==> src/hw/rtl/dca_pkg.sv <==
// Shared constants and helpers of the calendar date arithmetic core.
package dca_pkg;

  localparam int FIRST_YEAR        = 2000;
  localparam int YEAR_SPAN_DEFAULT = 256;

  // Field widths of the input and result beats.
  localparam int YEAR_W  = 12;
  localparam int MONTH_W = 4;
  localparam int DAY_W   = 5;
  localparam int COUNT_W = 16;
  localparam int DIFF_W  = 18;

  // Command codes.
  localparam logic CMD_DIFF = 1'b0;
  localparam logic CMD_ADD  = 1'b1;

  localparam logic [MONTH_W-1:0] MONTH_JAN = MONTH_W'(1);
  localparam logic [MONTH_W-1:0] MONTH_FEB = MONTH_W'(2);
  localparam logic [MONTH_W-1:0] MONTH_APR = MONTH_W'(4);
  localparam logic [MONTH_W-1:0] MONTH_JUN = MONTH_W'(6);
  localparam logic [MONTH_W-1:0] MONTH_SEP = MONTH_W'(9);
  localparam logic [MONTH_W-1:0] MONTH_NOV = MONTH_W'(11);
  localparam logic [MONTH_W-1:0] MONTH_DEC = MONTH_W'(12);

  // Length of a month in days; unused codes read as 31.
  function automatic logic [DAY_W-1:0] month_len(input logic [MONTH_W-1:0] m,
                                                 input logic              leap);
    logic [DAY_W-1:0] len;
    begin
      case (m) inside
        MONTH_APR, MONTH_JUN, MONTH_SEP, MONTH_NOV: len = DAY_W'(30);
        MONTH_FEB: len = leap ? DAY_W'(29) : DAY_W'(28);
        default: len = DAY_W'(31);
      endcase
      return len;
    end
  endfunction

endpackage

==> src/hw/rtl/dca_if.sv <==
// Request and response channel interfaces of the calendar date arithmetic core.
interface dca_req_if;
  import dca_pkg::*;

  logic                 valid;
  logic                 ready;
  logic                 cmd;
  logic [YEAR_W-1:0]    year_a;
  logic [MONTH_W-1:0]   month_a;
  logic [DAY_W-1:0]     day_a;
  logic [YEAR_W-1:0]    year_b;
  logic [MONTH_W-1:0]   month_b;
  logic [DAY_W-1:0]     day_b;
  logic [COUNT_W-1:0]   add_count;

  modport source (output valid, cmd, year_a, month_a, day_a, year_b, month_b, day_b,
                  add_count, input ready);
  modport sink (input valid, cmd, year_a, month_a, day_a, year_b, month_b, day_b,
                add_count, output ready);
endinterface

interface dca_rsp_if;
  import dca_pkg::*;

  logic                      valid;
  logic                      ready;
  logic signed [DIFF_W-1:0]  diff_days;
  logic [YEAR_W-1:0]         out_year;
  logic [MONTH_W-1:0]        out_month;
  logic [DAY_W-1:0]          out_day;
  logic                      overflow;

  modport source (output valid, diff_days, out_year, out_month, out_day, overflow,
                  input ready);
  modport sink (input valid, diff_days, out_year, out_month, out_day, overflow,
                output ready);
endinterface

==> src/hw/rtl/calendar_date_arithmetic_core.sv <==
// Gregorian date difference and add-days core built around one shared adder.
// Command 0 walks dates A and B to day numbers; command 1 walks A, adds the count, then
//   splits the sum back into a date; the result register is loaded last.
// One beat at a time: a new request is taken only in idle; the single adder steps
//   one year or one month per cycle.
// Reset: asynchronous active low; clears the sequencer and the result valid.
module calendar_date_arithmetic_core #(
  parameter int YEAR_SPAN = dca_pkg::YEAR_SPAN_DEFAULT
) (
  input logic       clk_i,
  input logic       rst_ni,
  dca_req_if.sink   req_i,
  dca_rsp_if.source rsp_o
);
  import dca_pkg::*;

  localparam int LAST_YEAR = FIRST_YEAR + YEAR_SPAN - 1;
  localparam int LEAPS     = (LAST_YEAR / 4 - LAST_YEAR / 100 + LAST_YEAR / 400)
                           - (1999 / 4 - 1999 / 100 + 1999 / 400);
  localparam int TOTAL     = YEAR_SPAN * 365 + LEAPS - 1;
  localparam int YW_RAW    = $clog2(LAST_YEAR + 1);
  localparam int YW        = (YW_RAW > YEAR_W) ? YW_RAW : YEAR_W;
  localparam int DN_W      = $clog2(TOTAL + (2 ** COUNT_W) + 1);
  localparam int DX_W      = (DN_W + 1 > DIFF_W) ? DN_W + 1 : DIFF_W;

  localparam logic [2:0] ST_IDLE = 3'd0;
  localparam logic [2:0] ST_YEAR = 3'd1;
  localparam logic [2:0] ST_DAY  = 3'd2;
  localparam logic [2:0] ST_MON  = 3'd3;
  localparam logic [2:0] ST_ADD  = 3'd4;
  localparam logic [2:0] ST_DYR  = 3'd5;
  localparam logic [2:0] ST_DMO  = 3'd6;
  localparam logic [2:0] ST_DONE = 3'd7;

  logic [2:0]          state_q, state_d;
  logic                side_q, side_d;
  logic                cmd_q, cmd_d;
  logic [YW-1:0]       ya_q, ya_d, yb_q, yb_d;
  logic [MONTH_W-1:0]  ma_q, ma_d, mb_q, mb_d;
  logic [DAY_W-1:0]    da_q, da_d, db_q, db_d;
  logic [COUNT_W-1:0]  cnt_q, cnt_d;
  logic [YW-1:0]       y_q, y_d;
  logic [MONTH_W-1:0]  m_q, m_d;
  logic [6:0]          c100_q, c100_d;
  logic [8:0]          c400_q, c400_d;
  logic [DN_W-1:0]     acc_q, acc_d;
  logic [DN_W-1:0]     na_q, na_d;
  logic                ovf_q, ovf_d;
  logic                ov_q, ov_d;
  logic signed [DIFF_W-1:0] diff_q, diff_d;
  logic [YEAR_W-1:0]   oy_q, oy_d;
  logic [MONTH_W-1:0]  om_q, om_d;
  logic [DAY_W-1:0]    od_q, od_d;
  logic                oo_q, oo_d;

  logic                leap;
  logic [8:0]          year_len;
  logic [YW-1:0]       tgt_year;
  logic [MONTH_W-1:0]  tgt_month;
  logic [DAY_W-1:0]    cur_day;
  logic [DAY_W-1:0]    cur_len;
  logic                alu_sub;
  logic [DN_W-1:0]     alu_op;
  logic [DN_W:0]       alu_res;
  logic                alu_ge;
  logic [YW-1:0]       ya_in, yb_in, ya_clamp, yb_clamp;
  logic [DX_W-1:0]     diff_wide;
  logic                accept;

  // Leap year from the running mod-100 and mod-400 counters; 2000 is a multiple of 4.
  assign leap     = (c400_q == 9'd0) || ((c100_q != 7'd0) && (y_q[1:0] == 2'b00));
  assign year_len = leap ? 9'd366 : 9'd365;
  assign tgt_year  = side_q ? yb_q : ya_q;
  assign tgt_month = side_q ? mb_q : ma_q;
  assign cur_day   = side_q ? db_q : da_q;
  assign cur_len   = month_len(m_q, leap);

  // Year clamp of the incoming dates.
  assign ya_in    = YW'(req_i.year_a);
  assign yb_in    = YW'(req_i.year_b);
  assign ya_clamp = (ya_in < YW'(FIRST_YEAR)) ? YW'(FIRST_YEAR) :
                    (ya_in > YW'(LAST_YEAR))  ? YW'(LAST_YEAR)  : ya_in;
  assign yb_clamp = (yb_in < YW'(FIRST_YEAR)) ? YW'(FIRST_YEAR) :
                    (yb_in > YW'(LAST_YEAR))  ? YW'(LAST_YEAR)  : yb_in;

  assign accept      = req_i.valid && req_i.ready;
  assign req_i.ready = (state_q == ST_IDLE);

  // Operand selection of the shared add/subtract unit.
  always_comb begin
    alu_sub = 1'b0;
    alu_op  = '0;
    case (state_q)
      ST_YEAR: alu_op = DN_W'(year_len);
      ST_MON:  alu_op = (m_q != tgt_month) ? DN_W'(cur_len) : DN_W'(cur_day - DAY_W'(1));
      ST_ADD:  alu_op = DN_W'(cnt_q);
      ST_DYR: begin
        alu_sub = 1'b1;
        alu_op  = DN_W'(year_len);
      end
      ST_DMO: begin
        alu_sub = 1'b1;
        alu_op  = DN_W'(cur_len);
      end
      default: alu_op = '0;
    endcase
  end

  // Shared adder; in subtract mode the carry out means acc >= operand.
  assign alu_res = {1'b0, acc_q} + {1'b0, (alu_sub ? ~alu_op : alu_op)} + (DN_W + 1)'(alu_sub);
  assign alu_ge  = alu_res[DN_W];

  assign diff_wide = DX_W'(na_q) - DX_W'(acc_q);

  // Sequencer.
  always_comb begin
    state_d = state_q;
    side_d  = side_q;
    cmd_d   = cmd_q;
    ya_d    = ya_q;
    ma_d    = ma_q;
    da_d    = da_q;
    yb_d    = yb_q;
    mb_d    = mb_q;
    db_d    = db_q;
    cnt_d   = cnt_q;
    y_d     = y_q;
    m_d     = m_q;
    c100_d  = c100_q;
    c400_d  = c400_q;
    acc_d   = acc_q;
    na_d    = na_q;
    ovf_d   = ovf_q;
    ov_d    = ov_q;
    diff_d  = diff_q;
    oy_d    = oy_q;
    om_d    = om_q;
    od_d    = od_q;
    oo_d    = oo_q;

    if (ov_q && rsp_o.ready) begin
      ov_d = 1'b0;
    end

    case (state_q)
      ST_IDLE: begin
        if (accept) begin
          cmd_d   = req_i.cmd;
          ya_d    = ya_clamp;
          yb_d    = yb_clamp;
          ma_d    = ((req_i.month_a == '0) || (req_i.month_a > MONTH_DEC)) ? MONTH_JAN
                                                                          : req_i.month_a;
          mb_d    = ((req_i.month_b == '0) || (req_i.month_b > MONTH_DEC)) ? MONTH_JAN
                                                                          : req_i.month_b;
          da_d    = req_i.day_a;
          db_d    = req_i.day_b;
          cnt_d   = req_i.add_count;
          side_d  = 1'b0;
          y_d     = YW'(FIRST_YEAR);
          c100_d  = '0;
          c400_d  = '0;
          acc_d   = '0;
          ovf_d   = 1'b0;
          state_d = ST_YEAR;
        end
      end
      // Accumulate whole years up to the target year.
      ST_YEAR: begin
        if (y_q != tgt_year) begin
          acc_d  = alu_res[DN_W-1:0];
          y_d    = y_q + YW'(1);
          c100_d = (c100_q == 7'd99)  ? 7'd0 : c100_q + 7'd1;
          c400_d = (c400_q == 9'd399) ? 9'd0 : c400_q + 9'd1;
        end else begin
          state_d = ST_DAY;
        end
      end
      // Clamp the day now that the leap flag of the target year is known.
      ST_DAY: begin
        m_d     = MONTH_JAN;
        state_d = ST_MON;
        if ((cur_day == '0) || (cur_day > month_len(tgt_month, leap))) begin
          if (side_q) db_d = DAY_W'(1);
          else        da_d = DAY_W'(1);
        end
      end
      // Accumulate whole months, then the day of the month.
      ST_MON: begin
        acc_d = alu_res[DN_W-1:0];
        if (m_q != tgt_month) begin
          m_d = m_q + MONTH_W'(1);
        end else if (side_q) begin
          state_d = ST_DONE;
        end else begin
          na_d = alu_res[DN_W-1:0];
          if (cmd_q == CMD_DIFF) begin
            side_d  = 1'b1;
            y_d     = YW'(FIRST_YEAR);
            c100_d  = '0;
            c400_d  = '0;
            acc_d   = '0;
            state_d = ST_YEAR;
          end else begin
            state_d = ST_ADD;
          end
        end
      end
      // Add the day count and saturate at the last supported day.
      ST_ADD: begin
        if (alu_res > (DN_W + 1)'(TOTAL)) begin
          acc_d = DN_W'(TOTAL);
          ovf_d = 1'b1;
        end else begin
          acc_d = alu_res[DN_W-1:0];
        end
        y_d     = YW'(FIRST_YEAR);
        m_d     = MONTH_JAN;
        c100_d  = '0;
        c400_d  = '0;
        state_d = ST_DYR;
      end
      // Split the day number back into years.
      ST_DYR: begin
        if (alu_ge) begin
          acc_d  = alu_res[DN_W-1:0];
          y_d    = y_q + YW'(1);
          c100_d = (c100_q == 7'd99)  ? 7'd0 : c100_q + 7'd1;
          c400_d = (c400_q == 9'd399) ? 9'd0 : c400_q + 9'd1;
        end else begin
          state_d = ST_DMO;
        end
      end
      // Then into months; December takes the rest.
      ST_DMO: begin
        if (alu_ge && (m_q != MONTH_DEC)) begin
          acc_d = alu_res[DN_W-1:0];
          m_d   = m_q + MONTH_W'(1);
        end else begin
          state_d = ST_DONE;
        end
      end
      // Load the result register once it is free.
      ST_DONE: begin
        if (!ov_q || rsp_o.ready) begin
          ov_d    = 1'b1;
          state_d = ST_IDLE;
          if (cmd_q == CMD_DIFF) begin
            diff_d = DIFF_W'(diff_wide);
            oy_d   = ya_q[YEAR_W-1:0];
            om_d   = ma_q;
            od_d   = da_q;
            oo_d   = 1'b0;
          end else begin
            diff_d = '0;
            oy_d   = y_q[YEAR_W-1:0];
            om_d   = m_q;
            od_d   = acc_q[DAY_W-1:0] + DAY_W'(1);
            oo_d   = ovf_q;
          end
        end
      end
      default: state_d = ST_IDLE;
    endcase
  end

  // Control registers.
  always_ff @(posedge clk_i or negedge rst_ni) begin
    if (!rst_ni) begin
      state_q <= ST_IDLE;
      ov_q    <= 1'b0;
    end else begin
      state_q <= state_d;
      ov_q    <= ov_d;
    end
  end

  // Working and result registers.
  always_ff @(posedge clk_i) begin
    side_q <= side_d;
    cmd_q  <= cmd_d;
    ya_q   <= ya_d;
    ma_q   <= ma_d;
    da_q   <= da_d;
    yb_q   <= yb_d;
    mb_q   <= mb_d;
    db_q   <= db_d;
    cnt_q  <= cnt_d;
    y_q    <= y_d;
    m_q    <= m_d;
    c100_q <= c100_d;
    c400_q <= c400_d;
    acc_q  <= acc_d;
    na_q   <= na_d;
    ovf_q  <= ovf_d;
    diff_q <= diff_d;
    oy_q   <= oy_d;
    om_q   <= om_d;
    od_q   <= od_d;
    oo_q   <= oo_d;
  end

  assign rsp_o.valid     = ov_q;
  assign rsp_o.diff_days = diff_q;
  assign rsp_o.out_year  = oy_q;
  assign rsp_o.out_month = om_q;
  assign rsp_o.out_day   = od_q;
  assign rsp_o.overflow  = oo_q;

  // An accepted beat always starts a year walk.
  a_accept_walk: assert property (@(posedge clk_i) disable iff (!rst_ni)
    accept |=> (state_q == ST_YEAR))
    else $error("accepted beat did not start the year walk");

  // A new result only appears out of the done state.
  a_result_src: assert property (@(posedge clk_i) disable iff (!rst_ni)
    $rose(ov_q) |-> ($past(state_q) == ST_DONE))
    else $error("result valid rose outside the done state");

  // Overflowed sums carry no day difference.
  a_ovf_diff: assert property (@(posedge clk_i) disable iff (!rst_ni)
    (ov_q && oo_q) |-> (diff_q == '0))
    else $error("overflow flagged with a nonzero difference");

  // Result month is always a calendar month.
  a_month_ok: assert property (@(posedge clk_i) disable iff (!rst_ni)
    ov_q |-> ((om_q >= MONTH_JAN) && (om_q <= MONTH_DEC)))
    else $error("result month out of range");

endmodule

==> src/flat_wrapper.sv <==
// flat-port wrapper written by rule: the top's interface ports become plain ports
module calendar_date_arithmetic_core_flat import dca_pkg::*;
#(
  parameter int YEAR_SPAN = dca_pkg::YEAR_SPAN_DEFAULT
)
  (clk_i, rst_ni, req_i_valid, req_i_cmd, req_i_year_a, req_i_month_a, req_i_day_a, req_i_year_b, req_i_month_b, req_i_day_b, req_i_add_count, req_i_ready, rsp_o_valid, rsp_o_diff_days, rsp_o_out_year, rsp_o_out_month, rsp_o_out_day, rsp_o_overflow, rsp_o_ready);
  dca_req_if req_i_i ();
  dca_rsp_if rsp_o_i ();
  input logic clk_i;
  input logic rst_ni;
  input wire logic [$bits(req_i_i.valid)-1:0] req_i_valid;
  input wire logic [$bits(req_i_i.cmd)-1:0] req_i_cmd;
  input wire logic [$bits(req_i_i.year_a)-1:0] req_i_year_a;
  input wire logic [$bits(req_i_i.month_a)-1:0] req_i_month_a;
  input wire logic [$bits(req_i_i.day_a)-1:0] req_i_day_a;
  input wire logic [$bits(req_i_i.year_b)-1:0] req_i_year_b;
  input wire logic [$bits(req_i_i.month_b)-1:0] req_i_month_b;
  input wire logic [$bits(req_i_i.day_b)-1:0] req_i_day_b;
  input wire logic [$bits(req_i_i.add_count)-1:0] req_i_add_count;
  output wire logic [$bits(req_i_i.ready)-1:0] req_i_ready;
  output wire logic [$bits(rsp_o_i.valid)-1:0] rsp_o_valid;
  output wire logic [$bits(rsp_o_i.diff_days)-1:0] rsp_o_diff_days;
  output wire logic [$bits(rsp_o_i.out_year)-1:0] rsp_o_out_year;
  output wire logic [$bits(rsp_o_i.out_month)-1:0] rsp_o_out_month;
  output wire logic [$bits(rsp_o_i.out_day)-1:0] rsp_o_out_day;
  output wire logic [$bits(rsp_o_i.overflow)-1:0] rsp_o_overflow;
  input wire logic [$bits(rsp_o_i.ready)-1:0] rsp_o_ready;
  assign req_i_i.valid = req_i_valid;
  assign req_i_i.cmd = req_i_cmd;
  assign req_i_i.year_a = req_i_year_a;
  assign req_i_i.month_a = req_i_month_a;
  assign req_i_i.day_a = req_i_day_a;
  assign req_i_i.year_b = req_i_year_b;
  assign req_i_i.month_b = req_i_month_b;
  assign req_i_i.day_b = req_i_day_b;
  assign req_i_i.add_count = req_i_add_count;
  assign req_i_ready = req_i_i.ready;
  assign rsp_o_valid = rsp_o_i.valid;
  assign rsp_o_diff_days = rsp_o_i.diff_days;
  assign rsp_o_out_year = rsp_o_i.out_year;
  assign rsp_o_out_month = rsp_o_i.out_month;
  assign rsp_o_out_day = rsp_o_i.out_day;
  assign rsp_o_overflow = rsp_o_i.overflow;
  assign rsp_o_i.ready = rsp_o_ready;
  calendar_date_arithmetic_core #(.YEAR_SPAN(YEAR_SPAN)) u_core (.clk_i(clk_i), .rst_ni(rst_ni), .req_i(req_i_i), .rsp_o(rsp_o_i));
endmodule
==> config.mk <==
export PLATFORM = sky130hd
export DESIGN_NAME = calendar_date_arithmetic_core_flat
export DESIGN_NICKNAME = d
export VERILOG_FILES = /design/src/hw/rtl/dca_pkg.sv /design/src/hw/rtl/dca_if.sv /design/src/hw/rtl/calendar_date_arithmetic_core.sv /design/src/flat_wrapper.sv
export SDC_FILE = /design/constraint.sdc
export NUM_CORES = 1
export LEC_CHECK = 0
export BUFFER_PORTS_ARGS = -buffer_cell sky130_fd_sc_hd__buf_4
export CORE_UTILIZATION = 50
export DETAILED_ROUTE_END_ITERATION = 10
export PLACE_DENSITY = 0.76
export SYNTH_ARGS = -nofsm -noshare
export SYNTH_HDL_FRONTEND = slang
export SYNTH_SLANG_ARGS = --single-unit
==> constraint.sdc <==
create_clock -name clk_i -period 8.75 [get_ports clk_i]
set_input_delay 1.75 -clock clk_i [delete_from_list [all_inputs] [get_ports clk_i]]
set_output_delay 1.75 -clock clk_i [all_outputs]
set_load 0.01 [all_outputs]
==> impl_metrics.ini <==
[worst_setup_path]
path_cells = buf_4, mux2i_1, xnor2_1, nor4_4, nand2_1, o211ai_1, o21ai_0, or2_2, inv_1, fa_1, nor2b_1, o31a_1, o21ai_1, a211oi_1, o21ai_0, mux2i_1, o211ai_1, nor4_2, a22o_1, a21oi_2, a21oi_1
start_kind = register
path_max_fanout = 16
crit_required_ns = 8.88
path_delay_family = compound AO/OA/AOI/OAI gates
crit_path_end_kind = register
crit_type = register to register
max_stage_delay_ns = 0.86
cp.buffers_inverters = 2
arrival_ns = 6.60
critPathSlowestCell = edfxtp_1

[clocking]
numCtsBuffers = 17
postCtsSetupBuffers = 0
cts_resized = 0
clkTransAtPathRegs_ns = 0.07
cts_sinks = 173
cts_tree = yes
hold_buffers = 0
clk_path_buf_depth = 2
clkLatencyLatePin_ns = 0.44
clockRootBuffer = clkbuf_16
h-tree-depth = 4

[floorplanning]
io_pins = 105
design.die.area_um2 = 21080
die_y_um = 145.2
rows = 52
start_util_pct = 50.83
core_um2 = 20170
die_w_um = 145.2

[route]
drc = 0
drtPass1Iterations = 6
detail-route-antenna-nets = 0
wirelength_um = 23070
drtIter0Drc = 713
wl_per_cell_um = 17.09
routed-via-count = 7614
via_per_inst = 5.640

[yosys]
yosysSeqAreaShare_pct = 50.48
synth_ff_type = edfxtp_1
syn-cell-area_um2 = 10250
synth_edf_count = 169
async_flop_share_pct = 2.312
avgSynthCellArea_um2 = 10.61
ys_types = 74
syn_inst = 966
synth_warnings = 0
synth_nets = 1079
yosys_register_bits = 173

[layout]
syn2layout_area_growth_pct = 15.70
final_nets = 1180
drive_above_1_share_pct = 17.59
final_cell_mix = edfxtp_1 (169), buf_4 (111), nand2_1 (84), nor2_1 (79), inv_1 (65)
regArea_um2 = 5175
diodes = 0
n_fill_cell = 1708
final_core_util_pct = 58.80
final_common_cell = edfxtp_1
multi_input_area_um2 = 4728

[sta]
fin_setup_tns_ns = 0
tightest_slew_ns = 1.077
slew_violations = 0
min_period_ns = 6.471
setup_viol = 0
finalHoldViolCount = 0
fmax_mhz = 154.5
holdWs_ns = 0.5893
post-route-period-util_pct = 73.95
rsz0062_at_grt = no
clock_skew_ns = 0.01523
relSlewSlack_pct = 28.19

[grt]
grt_max_degree = 51
grt_pass1_vias = 7129
gr-total-overflow = 0
track_usage_pct = 22.73
grt_pass1_wl_um = 37220
antenna_found_initial = 0

[pwr]
p_leak_nw = 4.804
vdd_drop_max_mv = 0.2292
powerDensity_nw_per_um2 = 422.0

[placed_design]
gp_congestion = 0.9482
hpwl_um = 17280
port_buffers = 104

[hold_path]
hold_path.class = register to register

[job]
maxCapViolCount = 0

[run_status]
status = finished, final reports clean
worst reg2reg max path: stages (launching register included):
cell and delay [ns]:
edfxtp_1 0.86, buf_4 0.38, mux2i_1 0.36, xnor2_1 0.15
nor4_4 0.47, nand2_1 0.22, o211ai_1 0.29, o21ai_0 0.12
or2_2 0.30, inv_1 0.08, fa_1 0.21, nor2b_1 0.07
o31a_1 0.26, o21ai_1 0.31, a211oi_1 0.15, o21ai_0 0.38
mux2i_1 0.37, o211ai_1 0.19, nor4_2 0.23, a22o_1 0.40
a21oi_2 0.15, a21oi_1 0.22
final timing paths:
check                               startpoint                         to  slack [ns]  cells after the start
worst max register to register   u_core.side_q               u_core.ovf_q        2.28                     21
worst min register to register  u_core.ma_q[2]  u_core.rsp_o.out_month[2]        0.59                      1
max in group asynchronous               rst_ni          u_core.state_q[0]        7.54                      1
min in group asynchronous               rst_ni          u_core.state_q[1]        1.10                      1
worst max-delay path             u_core.side_q               u_core.ovf_q        2.28                     21
worst min-delay path            u_core.ma_q[2]  u_core.rsp_o.out_month[2]        0.59                      1
layout make-up:
class / instances / area share, %
sequential: 173 / 43.63
multi-input combinational: 698 / 39.87
tap: 270 / 2.848
inverter: 66 / 2.089
timing repair buffer: 111 / 7.026
clock inverter: 14 / 0.9178
clock buffer: 18 / 3.619
cells by family after synthesis:
kind of cell / count (synthesis) / share of synthesized area, %
adder cells (fa/ha/maj): 50 / 6.249
multiplexers: 43 / 4.601
AO/OA/AOI/OAI: 209 / 13.51
XOR/XNOR: 61 / 5.212
buffers and inverters: 95 / 3.625
flip-flops: 173 / 50.48
AND/OR/NAND/NOR: 335 / 16.32
stage by stage:
step	worst slack (ns)	cell area [um^2]	total power [W]	instances
4_1_cts	2.392	11860	0.004977	1350
3_5_place_dp	2.395	11320	0.004260	1318
6_report	2.279	11860	0.005005	1350
3_3_place_gp	2.580	11320	0.004220	1318
5_1_grt	1.740	11860	0.005380	1350
2_1_floorplan	2.756	10250	0.003567	966
power breakdown:
part / internal (W) / switching, W / total [W]
clock: 0.000369 / 0.000340 / 0.000710
sequential: 0.00137 / 0.000251 / 0.00162
combinational: 0.00103 / 0.00164 / 0.00267
routing by layer:
layer  GRT usage, %  share of wire, %
met4          7.000               1.6
met2          34.25                44
met3          3.805               7.4
met1          33.50                47
met5              0                 0
state kept, by name (all words and copies together), names as in the netlist, 3 cells and up:
name	count
u_core.da_q	5
u_core.c400_q	9
u_core.rsp_o.diff_days	18
u_core.state_q	3
u_core.rsp_o.out_year	12
u_core.yb_q	12
u_core.rsp_o.out_day	5
u_core.cnt_q	16
u_core.m_q	4
u_core.ma_q	4
u_core.na_q	18
u_core.rsp_o.out_month	4
u_core.c100_q	7
u_core.acc_q	18
u_core.y_q	12
u_core.mb_q	4
u_core.db_q	5
u_core.ya_q	12
Yosys cell counts (17+ instances only):
library cell,number,share of area (%)
edfxtp_1,169,50
nand2_1,84,3.1
nor2_1,79,2.9
inv_1,66,2.4
ha_1,48,5.9
a21oi_1,47,2.3
o21ai_0,47,2.3
xnor2_1,33,2.8
nand3_1,30,1.5
xor2_1,28,2.4
nor3_1,27,1.3
a21o_1,24,1.8
clkbuf_1,22,0.81
mux2i_1,21,2.1
mux2_2,20,2.2
and3_1,17,1.0
Note: power is estimated with default switching activity, not from simulation.
